$ cat src/rtl/binary_max_heap_defines.svh
// ----------------------------------------------------------------------------
// Binary max heap assertion macros
// Concurrent check wrappers, empty when SYNTHESIS is defined.
// ----------------------------------------------------------------------------
`ifndef BINARY_MAX_HEAP_DEFINES_SVH
`define BINARY_MAX_HEAP_DEFINES_SVH

`ifndef SYNTHESIS

// Condition holds at every edge outside reset.
`define BMH_ASSERT_ALWAYS(label, clk, rst, cond) \
  label: assert property (@(posedge clk) disable iff (rst) (cond)) \
    else $error("binary_max_heap: check failed");

// Consequent holds in the same cycle as the antecedent.
`define BMH_ASSERT_SAME(label, clk, rst, ante, cons) \
  label: assert property (@(posedge clk) disable iff (rst) (ante) |-> (cons)) \
    else $error("binary_max_heap: check failed");

// Consequent holds in the cycle after the antecedent.
`define BMH_ASSERT_NEXT(label, clk, rst, ante, cons) \
  label: assert property (@(posedge clk) disable iff (rst) (ante) |=> (cons)) \
    else $error("binary_max_heap: check failed");

`else

`define BMH_ASSERT_ALWAYS(label, clk, rst, cond)
`define BMH_ASSERT_SAME(label, clk, rst, ante, cons)
`define BMH_ASSERT_NEXT(label, clk, rst, ante, cons)

`endif

`endif

$ cat src/rtl/bmh_pkg.sv
// ----------------------------------------------------------------------------
// Binary max heap package
// Word types, operation and status codes, controller/datapath bundles.
// ----------------------------------------------------------------------------
package bmh_pkg;

  localparam logic [1:0] OP_INSERT  = 2'd0;
  localparam logic [1:0] OP_EXTRACT = 2'd1;
  localparam logic [1:0] OP_PEEK    = 2'd2;

  localparam logic [1:0] ST_OK    = 2'd0;
  localparam logic [1:0] ST_EMPTY = 2'd1;
  localparam logic [1:0] ST_FULL  = 2'd2;

  typedef struct packed {
    logic [1:0]         op;
    logic signed [31:0] value;
  } req_word_t;

  typedef struct packed {
    logic signed [31:0] max_value;
    logic [1:0]         status;
    logic [6:0]         count;
  } rsp_word_t;

  // Controller to datapath commands, at most one step bit set at a time.
  typedef struct packed {
    logic start;
    logic up_rd;
    logic up_cmp;
    logic dn_last;
    logic dn_load;
    logic dn_rd;
    logic dn_cmp;
    logic fin;
    logic load_rsp;
  } cmd_t;

  // Datapath to controller status.
  typedef struct packed {
    logic full;
    logic empty;
    logic one_left;
    logic up_go;
    logic up_top;
    logic dn_leaf;
    logic dn_move;
  } sts_t;

endpackage

$ cat src/rtl/bmh_stream_if.sv
// ----------------------------------------------------------------------------
// Binary max heap stream channel
// Valid/ready channel carrying one word of type word_t.
// ----------------------------------------------------------------------------
interface bmh_stream_if #(
  parameter type word_t = logic
);
  logic  valid;
  logic  ready;
  word_t data;

  modport source (output valid, output data, input ready);
  modport sink   (input valid, input data, output ready);
endinterface

$ cat src/rtl/bmh_ram.sv
// ----------------------------------------------------------------------------
// Binary max heap RAM
// One write port, two read ports with registered read data.
// ----------------------------------------------------------------------------
module bmh_ram #(
  parameter int WIDTH = 32,
  parameter int DEPTH = 64,
  localparam int AW = $clog2(DEPTH)
) (
  input  logic             clk,
  input  logic             we,
  input  logic [AW-1:0]    waddr,
  input  logic [WIDTH-1:0] wdata,
  input  logic [AW-1:0]    raddr0,
  input  logic [AW-1:0]    raddr1,
  output logic [WIDTH-1:0] rdata0,
  output logic [WIDTH-1:0] rdata1
);

  logic [WIDTH-1:0] mem [DEPTH];

  always_ff @(posedge clk) begin
    if (we) begin
      mem[waddr] <= wdata;
    end
    rdata0 <= mem[raddr0];
    rdata1 <= mem[raddr1];
  end

endmodule

$ cat src/rtl/bmh_ctrl.sv
// ----------------------------------------------------------------------------
// Binary max heap controller
// Sequences decode, sift up, sift down and result hand-off.
// ----------------------------------------------------------------------------
module bmh_ctrl (
  input  logic          clk,
  input  logic          rst,
  input  logic          req_valid,
  input  logic [1:0]    req_op,
  output logic          req_ready,
  output logic          rsp_valid,
  input  logic          rsp_ready,
  input  bmh_pkg::sts_t sts,
  output bmh_pkg::cmd_t cmd
);

  localparam logic [3:0] S_IDLE    = 4'd0;
  localparam logic [3:0] S_UP_RD   = 4'd1;
  localparam logic [3:0] S_UP_CMP  = 4'd2;
  localparam logic [3:0] S_DN_LAST = 4'd3;
  localparam logic [3:0] S_DN_LOAD = 4'd4;
  localparam logic [3:0] S_DN_RD   = 4'd5;
  localparam logic [3:0] S_DN_CMP  = 4'd6;
  localparam logic [3:0] S_FIN     = 4'd7;
  localparam logic [3:0] S_DONE    = 4'd8;

  logic [3:0] state;
  logic [3:0] state_next;
  logic       rsp_free;

  assign req_ready = (state == S_IDLE);
  assign rsp_free  = !rsp_valid || rsp_ready;

  always_comb begin
    cmd        = '0;
    state_next = state;
    unique case (state)
      S_IDLE: begin
        if (req_valid) begin
          cmd.start = 1'b1;
          if (req_op == bmh_pkg::OP_INSERT) begin
            if (sts.full) begin
              state_next = S_DONE;
            end else if (sts.empty) begin
              state_next = S_FIN;
            end else begin
              state_next = S_UP_RD;
            end
          end else if (req_op == bmh_pkg::OP_EXTRACT) begin
            if (sts.empty || sts.one_left) begin
              state_next = S_DONE;
            end else begin
              state_next = S_DN_LAST;
            end
          end else begin
            state_next = S_DONE;
          end
        end
      end
      S_UP_RD: begin
        cmd.up_rd  = 1'b1;
        state_next = S_UP_CMP;
      end
      S_UP_CMP: begin
        cmd.up_cmp = 1'b1;
        if (sts.up_go && !sts.up_top) begin
          state_next = S_UP_RD;
        end else begin
          state_next = S_FIN;
        end
      end
      S_DN_LAST: begin
        cmd.dn_last = 1'b1;
        state_next  = S_DN_LOAD;
      end
      S_DN_LOAD: begin
        cmd.dn_load = 1'b1;
        state_next  = S_DN_RD;
      end
      S_DN_RD: begin
        cmd.dn_rd = 1'b1;
        if (sts.dn_leaf) begin
          state_next = S_FIN;
        end else begin
          state_next = S_DN_CMP;
        end
      end
      S_DN_CMP: begin
        cmd.dn_cmp = 1'b1;
        if (sts.dn_move) begin
          state_next = S_DN_RD;
        end else begin
          state_next = S_FIN;
        end
      end
      S_FIN: begin
        cmd.fin    = 1'b1;
        state_next = S_DONE;
      end
      S_DONE: begin
        // hold until the output register is free
        if (rsp_free) begin
          cmd.load_rsp = 1'b1;
          state_next   = S_IDLE;
        end
      end
      default: begin
        state_next = S_IDLE;
      end
    endcase
  end

  always_ff @(posedge clk) begin
    if (rst) begin
      state     <= S_IDLE;
      rsp_valid <= 1'b0;
    end else begin
      state <= state_next;
      if (cmd.load_rsp) begin
        rsp_valid <= 1'b1;
      end else if (rsp_ready) begin
        rsp_valid <= 1'b0;
      end
    end
  end

endmodule

$ cat src/rtl/bmh_dpath.sv
// ----------------------------------------------------------------------------
// Binary max heap datapath
// Entry count, root copy, moving key and slot, heap RAM, result register.
// ----------------------------------------------------------------------------
`include "binary_max_heap_defines.svh"

module bmh_dpath #(
  parameter int CAPACITY  = 64,
  parameter int KEY_WIDTH = 32
) (
  input  logic               clk,
  input  logic               rst,
  input  logic [1:0]         req_op,
  input  logic signed [31:0] req_value,
  input  bmh_pkg::cmd_t      cmd,
  output bmh_pkg::sts_t      sts,
  output bmh_pkg::rsp_word_t rsp_word
);

  localparam int CW = $clog2(CAPACITY + 1);
  localparam int AW = $clog2(CAPACITY);

  logic [CW-1:0]              count;
  logic [CW-1:0]              pos;
  logic [CW:0]                lslot;
  logic [CW-1:0]              parent;
  logic signed [KEY_WIDTH-1:0] key;
  logic signed [KEY_WIDTH-1:0] cur;
  logic signed [KEY_WIDTH-1:0] root;
  logic signed [KEY_WIDTH-1:0] held_max;
  logic signed [KEY_WIDTH-1:0] rd0;
  logic signed [KEY_WIDTH-1:0] rd1;
  logic [KEY_WIDTH-1:0]        rdata0;
  logic [KEY_WIDTH-1:0]        rdata1;
  logic                        ext_r;
  logic [1:0]                  status_r;
  logic                        is_ins;
  logic                        is_ext;
  logic                        grow;
  logic                        shrink;
  logic                        has_r;
  logic                        left_gt;
  logic                        right_gt;
  logic signed [KEY_WIDTH-1:0] best_val;
  logic [CW-1:0]               best_slot;
  logic                        we;
  logic [AW-1:0]               waddr;
  logic [KEY_WIDTH-1:0]        wdata;
  logic [AW-1:0]               raddr0;
  logic [AW-1:0]               raddr1;

  assign key    = KEY_WIDTH'(req_value);
  assign is_ins = (req_op == bmh_pkg::OP_INSERT);
  assign is_ext = (req_op == bmh_pkg::OP_EXTRACT);
  assign grow   = cmd.start && is_ins && !sts.full;
  assign shrink = cmd.start && is_ext && !sts.empty;
  assign rd0    = rdata0;
  assign rd1    = rdata1;
  assign parent = pos >> 1;
  assign lslot  = {pos, 1'b0};

  // Child compare: left wins a tie, an equal key stops the sift.
  assign has_r    = lslot < (CW + 1)'(count);
  assign left_gt  = rd0 > cur;
  assign right_gt = has_r && (left_gt ? (rd1 > rd0) : (rd1 > cur));

  always_comb begin
    best_val  = cur;
    best_slot = pos;
    if (right_gt) begin
      best_val  = rd1;
      best_slot = CW'(lslot + (CW + 1)'(1));
    end else if (left_gt) begin
      best_val  = rd0;
      best_slot = CW'(lslot);
    end
  end

  assign sts.full     = (count == CW'(CAPACITY));
  assign sts.empty    = (count == '0);
  assign sts.one_left = (count == CW'(1));
  assign sts.up_go    = (cur > rd0);
  assign sts.up_top   = (parent == CW'(1));
  assign sts.dn_leaf  = (lslot > (CW + 1)'(count));
  assign sts.dn_move  = left_gt || right_gt;

  always_comb begin
    we     = 1'b0;
    waddr  = AW'(pos - CW'(1));
    wdata  = cur;
    raddr0 = '0;
    raddr1 = AW'(lslot);
    if (cmd.up_rd) begin
      raddr0 = AW'(parent - CW'(1));
    end else if (cmd.dn_rd) begin
      raddr0 = AW'(lslot - (CW + 1)'(1));
    end else if (cmd.dn_last) begin
      // fetch the last entry, the count already dropped by one
      raddr0 = AW'(count);
    end
    if (cmd.up_cmp && sts.up_go) begin
      we    = 1'b1;
      wdata = rd0;
    end else if (cmd.dn_cmp && sts.dn_move) begin
      we    = 1'b1;
      wdata = best_val;
    end else if (cmd.fin) begin
      we = 1'b1;
    end
  end

  bmh_ram #(
    .WIDTH (KEY_WIDTH),
    .DEPTH (CAPACITY)
  ) u_ram (
    .clk    (clk),
    .we     (we),
    .waddr  (waddr),
    .wdata  (wdata),
    .raddr0 (raddr0),
    .raddr1 (raddr1),
    .rdata0 (rdata0),
    .rdata1 (rdata1)
  );

  always_ff @(posedge clk) begin
    if (rst) begin
      count <= '0;
    end else if (grow) begin
      count <= count + CW'(1);
    end else if (shrink) begin
      count <= count - CW'(1);
    end
  end

  always_ff @(posedge clk) begin
    if (cmd.start) begin
      ext_r <= is_ext;
      if (is_ins && sts.full) begin
        status_r <= bmh_pkg::ST_FULL;
      end else if (!is_ins && sts.empty) begin
        status_r <= bmh_pkg::ST_EMPTY;
      end else begin
        status_r <= bmh_pkg::ST_OK;
      end
      held_max <= root;
      pos      <= count + CW'(1);
      cur      <= key;
    end
    if (cmd.up_cmp && sts.up_go) begin
      pos <= parent;
    end
    if (cmd.dn_load) begin
      cur <= rd0;
      pos <= CW'(1);
    end
    if (cmd.dn_cmp && sts.dn_move) begin
      pos <= best_slot;
      if (pos == CW'(1)) begin
        root <= best_val;
      end
    end
    if (cmd.fin && pos == CW'(1)) begin
      root <= cur;
    end
    if (cmd.load_rsp) begin
      if (status_r == bmh_pkg::ST_EMPTY) begin
        rsp_word.max_value <= '0;
      end else if (ext_r) begin
        rsp_word.max_value <= 32'(held_max);
      end else begin
        rsp_word.max_value <= 32'(root);
      end
      rsp_word.status <= status_r;
      rsp_word.count  <= 7'(count);
    end
  end

  `BMH_ASSERT_ALWAYS(a_count_range, clk, rst, count <= CW'(CAPACITY))
  `BMH_ASSERT_NEXT(a_insert_grows, clk, rst, grow, count == $past(count) + CW'(1))
  `BMH_ASSERT_NEXT(a_extract_shrinks, clk, rst, shrink, count == $past(count) - CW'(1))
  `BMH_ASSERT_SAME(a_empty_zero, clk, rst, cmd.load_rsp && status_r == bmh_pkg::ST_EMPTY, sts.empty)

endmodule

$ cat src/rtl/binary_max_heap.sv
// Peek, rejected ops and an extract of the last entry go straight to the result;
// an insert into an empty heap writes the key at once, else the key climbs level by
// level until it reaches the root or stops below, then is written; an extract moves
// the last entry to the root and sinks it level by level, reading both children.
// Throughput: one item at a time; an item holds the block until its result loads and the
// next word is taken after that. Reset: clears the count and handshake, not the RAM.
// ----------------------------------------------------------------------------
// Binary max heap
// Max priority queue over a one-based binary heap held in a RAM.
// ----------------------------------------------------------------------------
module binary_max_heap #(
  parameter int CAPACITY  = 64,
  parameter int KEY_WIDTH = 32
) (
  input logic          clk,
  input logic          rst,
  bmh_stream_if.sink   req,
  bmh_stream_if.source rsp
);

  // Command and status bundles between controller and datapath.
  bmh_pkg::cmd_t      cmd;
  bmh_pkg::sts_t      sts;
  bmh_pkg::rsp_word_t rsp_word;
  logic               req_ready;
  logic               rsp_valid;

  // Controller: takes one request word, walks the sift, hands off the result.
  bmh_ctrl u_ctrl (
    .clk       (clk),
    .rst       (rst),
    .req_valid (req.valid),
    .req_op    (req.data.op),
    .req_ready (req_ready),
    .rsp_valid (rsp_valid),
    .rsp_ready (rsp.ready),
    .sts       (sts),
    .cmd       (cmd)
  );

  // Datapath: count, root copy, moving key, heap RAM and the output register.
  bmh_dpath #(
    .CAPACITY  (CAPACITY),
    .KEY_WIDTH (KEY_WIDTH)
  ) u_dpath (
    .clk       (clk),
    .rst       (rst),
    .req_op    (req.data.op),
    .req_value (req.data.value),
    .cmd       (cmd),
    .sts       (sts),
    .rsp_word  (rsp_word)
  );

  // Drive the channels; the output register frees the controller to accept
  // the next word while a result still waits.
  assign req.ready = req_ready;
  assign rsp.valid = rsp_valid;
  assign rsp.data  = rsp_word;

endmodule

$ cat src/flat_wrapper.sv
// flat-port wrapper written by rule: the top's interface ports become plain ports
module binary_max_heap_flat 
#(
  parameter int CAPACITY  = 64,
  parameter int KEY_WIDTH = 32
)
  (clk, rst, req_valid, req_data, req_ready, rsp_valid, rsp_data, rsp_ready);
  bmh_stream_if #(.word_t(bmh_pkg::req_word_t)) req_i ();
  bmh_stream_if #(.word_t(bmh_pkg::rsp_word_t)) rsp_i ();
  input logic clk;
  input logic rst;
  input wire logic [$bits(req_i.valid)-1:0] req_valid;
  input wire logic [$bits(req_i.data)-1:0] req_data;
  output wire logic [$bits(req_i.ready)-1:0] req_ready;
  output wire logic [$bits(rsp_i.valid)-1:0] rsp_valid;
  output wire logic [$bits(rsp_i.data)-1:0] rsp_data;
  input wire logic [$bits(rsp_i.ready)-1:0] rsp_ready;
  assign req_i.valid = req_valid;
  assign req_i.data = req_data;
  assign req_ready = req_i.ready;
  assign rsp_valid = rsp_i.valid;
  assign rsp_data = rsp_i.data;
  assign rsp_i.ready = rsp_ready;
  binary_max_heap #(.CAPACITY(CAPACITY), .KEY_WIDTH(KEY_WIDTH)) u_core (.clk(clk), .rst(rst), .req(req_i), .rsp(rsp_i));
endmodule
$ cat config.mk
export PLATFORM = sky130hd
export DESIGN_NAME = binary_max_heap_flat
export DESIGN_NICKNAME = d
export VERILOG_FILES = /design/src/rtl/bmh_pkg.sv /design/src/rtl/bmh_stream_if.sv /design/src/rtl/bmh_ram.sv /design/src/rtl/bmh_ctrl.sv /design/src/rtl/bmh_dpath.sv /design/src/rtl/binary_max_heap.sv /design/src/flat_wrapper.sv
export VERILOG_INCLUDE_DIRS = /design/src /design/src/rtl
export SDC_FILE = /design/constraint.sdc
export NUM_CORES = 2
export LEC_CHECK = 0
export BUFFER_PORTS_ARGS = -buffer_cell sky130_fd_sc_hd__buf_2
export CAP_MARGIN = 40
export CORE_MARGIN = 2
export CORE_UTILIZATION = 45
export CTS_BUF_LIST = sky130_fd_sc_hd__clkbuf_8
export DETAILED_ROUTE_END_ITERATION = 12
export RECOVER_POWER = 50
export SLEW_MARGIN = 20
export SYNTH_ARGS = -nofsm -noshare
export SYNTH_HDL_FRONTEND = slang
export SYNTH_SLANG_ARGS = --single-unit
$ cat constraint.sdc
create_clock -name clk -period 8.79 [get_ports clk]
set_clock_uncertainty 0.2 [all_clocks]
set_input_delay 0.879 -clock clk [delete_from_list [all_inputs] [get_ports clk]]
set_output_delay 0.879 -clock clk [all_outputs]
set_load 0.005 [all_outputs]
==> parameters.txt <==
Parameter                              Value

Routing
  Number of nets with antenna violations after detailed routing ... 0
  Detail-routed net length per standard cell ... 30.8 µm
  Total wirelength of the detailed-routed design ... 349,000 µm
  1st-pass router iterations ... 6
  Via density per instance ... between 6 and 7
  Detailed-route via count ... 72,100
  Drt drc ... 0
  Number of DRC markers after the initial detailed-route iteration ... 11,400

STA
  Final critical delay including setup and external delays ... 7530 ps
  Worst hold slack ... 248 ps
  Count of final max-slew check failures ... 865
  Final-report hold violation count ... 0
  Least-Margin Pin Slew ... approximately 3400 ps
  Highest clock rate ... about 0.13 GHz
  Period utilisation layout ... 85.7%
  Setup_tns ... 0 ps
  Final setup violating endpoints ... 0
  Unrepaired setup endpoints after global routing ... false
  Max-Slew Margin vs Limit ... -125%

Power and ir drop
  Internal Pwr Total ... 21.8 mW
  LEAKAGE ... 40.1 nW
  Power Dens Cells ... 315 nW/µm²
  Reported net switching power ... 13.7 mW
  Combinational share of power ... 36.1%
  Maximum ir drop on the vdd rail ... 0.246 mV
  Net switching fraction of the power ... 38.6%
  PnR Total Power ... 35.5 mW
  Part of the power in the clock network ... a little under a quarter
  Sequential power share ... roughly 40%

Synth
  Mapped Nets ... around 8,000
  Flops & latches, synth ... 2,271
  Commonest cells in the synthesized netlist ... sky130_fd_sc_hd__edfxtp_1 (2,195), sky130_fd_sc_hd__nand2_1 (1,992), sky130_fd_sc_hd__nand3_1 (1,043)
  Fraction of the yosys area taken by sequential cells ... 66.8%
  Most area-hungry cell type in the Yosys netlist ... sky130_fd_sc_hd__edfxtp_1
  Cell variety after synth ... 63
  Average instance area after synthesis ... 12.8 µm²
  Top-area cell type share of the netlist area ... 65.3%
  Cell count after synthesis ... about 7,900
  Leading post-synthesis cells by cell area ... sky130_fd_sc_hd__edfxtp_1 (65%), sky130_fd_sc_hd__nand2_1 (7.4%), sky130_fd_sc_hd__mux4_2 (5.3%)
  Post-synth ARST share ... 0%
  Post-synthesis cell area ... 101,000 µm²
  Synthesis Warnings ... 0
  Top-count cell post-synth ... sky130_fd_sc_hd__edfxtp_1
  Leading register cell type out of synthesis ... sky130_fd_sc_hd__edfxtp_1
  Number of flops mapped to enable cells by yosys ... between 2,000 and 2,500

Place
  Instance count after placement with tap cells included ... 10,600
  HPWL reported at the end of detailed placement ... between 150,000 and 200,000 µm
  Final weighted congestion of routability-driven global placement ... 0.947
  Number of buffers added on ports ... 80

Finish
  Fill cell instance count of the final layout ... 19,300
  Post-route core utilization ... 50.6%
  Combined area of the multi-input logic cells ... 30,900 µm²
  Fin cells ... ~11,000
  Share of final-layout standard cells stronger than drive strength 1 ... 12.1%
  Area occupied by registers ... 67,400 µm²
  # nets final ... between 8,000 and 9,000
  Synthesis-to-finish area growth ... 11.7%

Setup path
  Type of element launching the critical path ... register
  Critical path endpoint category ... register
  Critical Path, Cell by Cell ... clkbuf_1 > or3_2 > buf_4 > buf_16 > nor3_1 > xor2_1 > o21ai_0 > o21ai_0 > nand2_4 > clkbuf_1 > mux2i_1 > mux2i_1
  Critical Path Slowest Stage Cell ... sky130_fd_sc_hd__clkbuf_1
  Critical path required time ... 9450 ps
  Largest stage delay, worst path ... about 1800 ps
  Count of buffering cells on the critical path with inverters included ... 4
  Worst-path maximum fanout ... 28
  Arrival time of data at the critical path endpoint ... 8190 ps
  Worst Path Class, Setup ... register to register
  Worst path top cell family by delay ... buffers and inverters

Hold path
  Hold/Removal Path Class ... register to register

Clocking
  TritonCTS Buffers ... 372
  Number of levels the H-tree was split into ... 5
  Hold buffer count at cts ... 38
  CTS sink count ... 2,271
  CTS clock-pin slew for the worst setup and hold paths ... 60 ps
  # Post-CTS Setup Buffers ... 0
  Clk buf depth ... 4
  Clock latency on the worst-skew pair ... 1100 ps
  Resized cells post-CTS ... 0
  TritonCTS clock tree ... yes
  Cell at the root of the clock tree ... sky130_fd_sc_hd__clkbuf_8

GRT
  Initial antenna violation count ... 18
  Congestion Overflow GR ... 0
  Total GRT Usage ... 29.8%
  Number of global-route vias before repair ... 68,300
  Maximum number of pins on one net before global-route repair ... about 150
  First-pass GRT wire length ... 494,000 µm

Floorplanning
  Width of the chip ... 478 µm
  Number of standard-cell rows in the floorplan ... 173
  Number of placed I/O pins ... between 80 and 90
  Floorplan Core Area ... 223,000 µm²
  Starting density of the core ... between 40% and 50%
  Total die area ... 228,000 µm²
  Vert. Die Dim ... 478 µm

Run status
  Result of the run ... complete, but fails checks
  Violations in the final reports ... max-capacitance violations, max-slew violations

Run
  Max-cap check violation count ... 42
-- registers in the layout (all words and copies together) (netlist names) --
| signal | flops |
|---|---|
| u_core.u_dpath.status_r | 2 |
| u_core.u_dpath.rsp_word | 41 |
| u_core.u_dpath.pos | 7 |
| u_core.u_dpath.u_ram.mem | 2048 |
| u_core.u_dpath.cur | 32 |
| u_core.u_dpath.count | 7 |
| u_core.u_dpath.ext_r | 1 |
| u_core.u_ctrl.rsp_valid | 1 |
| u_core.u_ctrl.state | 4 |
| u_core.u_dpath.root | 32 |
| u_core.u_dpath.held_max | 32 |
| u_core.u_dpath.u_ram.rdata1 | 32 |
| u_core.u_dpath.u_ram.rdata0 | 32 |
-- stage by stage --
stage / instance area [µm²] / setup slack [ps]
floorplan: 101000 / 2050
detailed placement: 106000 / 3060
CTS: 113000 / 3010
global placement: 105000 / 2670
global route: 113000 / 1420
finish: 113000 / 1260
-- final timing paths --
kind                                                  from                              end  slack (ps)  depth (start not counted)
worst max register to register       u_core.u_dpath.pos[3]  u_core.u_dpath.u_ram.rdata0[16]        1260                         12
worst min-delay path            u_core.u_dpath.status_r[0]       u_core.u_dpath.rsp_word[7]         250                          0
worst min register to register  u_core.u_dpath.status_r[0]       u_core.u_dpath.rsp_word[7]         250                          0
worst max-delay path                 u_core.u_dpath.pos[3]  u_core.u_dpath.u_ram.rdata0[16]        1260                         12
-- placed cells by master (no fill, tap or decap), types with 17 or more instances in the layout --
master                          instances
sky130_fd_sc_hd__buf_16                18
sky130_fd_sc_hd__clkinv_1              80
sky130_fd_sc_hd__nand3_1             1043
sky130_fd_sc_hd__dfxtp_1               76
sky130_fd_sc_hd__mux2i_1              216
sky130_fd_sc_hd__clkbuf_8             394
sky130_fd_sc_hd__clkinv_2              36
sky130_fd_sc_hd__inv_1                255
sky130_fd_sc_hd__buf_12                51
sky130_fd_sc_hd__a31oi_1              134
sky130_fd_sc_hd__o211ai_1              17
sky130_fd_sc_hd__nand4_1               19
sky130_fd_sc_hd__o21ai_0               52
sky130_fd_sc_hd__nand2b_1              21
sky130_fd_sc_hd__a21oi_1               96
sky130_fd_sc_hd__clkbuf_1              85
sky130_fd_sc_hd__dlygate4sd3_1         38
sky130_fd_sc_hd__nor3_1                51
sky130_fd_sc_hd__o22ai_1               22
sky130_fd_sc_hd__o221ai_1              20
sky130_fd_sc_hd__nor2_1               118
sky130_fd_sc_hd__nand2_1             1989
sky130_fd_sc_hd__buf_4                145
sky130_fd_sc_hd__and3_1               134
sky130_fd_sc_hd__a221oi_1              17
sky130_fd_sc_hd__nor4_1                19
sky130_fd_sc_hd__a311oi_1             256
sky130_fd_sc_hd__edfxtp_1            2195
sky130_fd_sc_hd__buf_2                 52
sky130_fd_sc_hd__mux4_2               236
sky130_fd_sc_hd__a222oi_1              31
sky130_fd_sc_hd__a211oi_1             134
sky130_fd_sc_hd__ha_1                 110
-- layout make-up --
cell class / count / share of cell area (%)
inverter: 122 / 0.406
multi-input combinational: 4910 / 27.4
clock inverter: 257 / 1.04
clock buffer: 394 / 4.81
sequential: 2271 / 59.8
antenna: 6 / 0.0133
tap: 2975 / 3.30
timing repair buffer: 395 / 3.21
-- worst reg2reg max path: stages (launching register included) --
cell                       delay, ps
sky130_fd_sc_hd__edfxtp_1        370
sky130_fd_sc_hd__clkbuf_1       1790
sky130_fd_sc_hd__or3_2           410
sky130_fd_sc_hd__buf_4           420
sky130_fd_sc_hd__buf_16          310
sky130_fd_sc_hd__nor3_1          110
sky130_fd_sc_hd__xor2_1          200
sky130_fd_sc_hd__o21ai_0         140
sky130_fd_sc_hd__o21ai_0         220
sky130_fd_sc_hd__nand2_4         630
sky130_fd_sc_hd__clkbuf_1       1240
sky130_fd_sc_hd__mux2i_1         870
sky130_fd_sc_hd__mux2i_1         420
-- kinds of logic (layout without fill, tap and decap cells) --
| kind of cell | count (synthesis) | after routing | synth area share [%] |
|---|---|---|---|
| compound gates | 869 | 869 | 6.46 |
| xor+xnor | 20 | 20 | 0.174 |
| fa+ha+maj | 110 | 110 | 1.36 |
| buf+inv | 729 | 1168 | 2.86 |
| flops | 2271 | 2271 | 66.8 |
| mux | 457 | 457 | 7.47 |
| other cells | 0 | 6 | 0 |
| simple gates | 3454 | 3454 | 14.8 |
-- metal layers --
metal	up-vias	wire [µm]	track usage, %
met3	820	46600	8.58
met1	36000	137000	42.2
met2	5085	151000	43.7
li1	30300	-	-
met5	-	45	0
met4	8	13900	11.2
-- power by group through the flow --
| stage | clock [mW] | combinational, mW | sequential [mW] |
|---|---|---|---|
| finish | 8.49 | 12.8 | 14.2 |
| global route | 9.04 | 13.4 | 14.2 |
| CTS | 8.57 | 12.5 | 14.2 |
| detailed placement | 0 | 12.4 | 14.4 |
| global placement | 0 | 12.1 | 14.4 |
| floorplan | 0 | 7.02 | 14.3 |
Note: power is estimated with default switching activity, not from simulation.
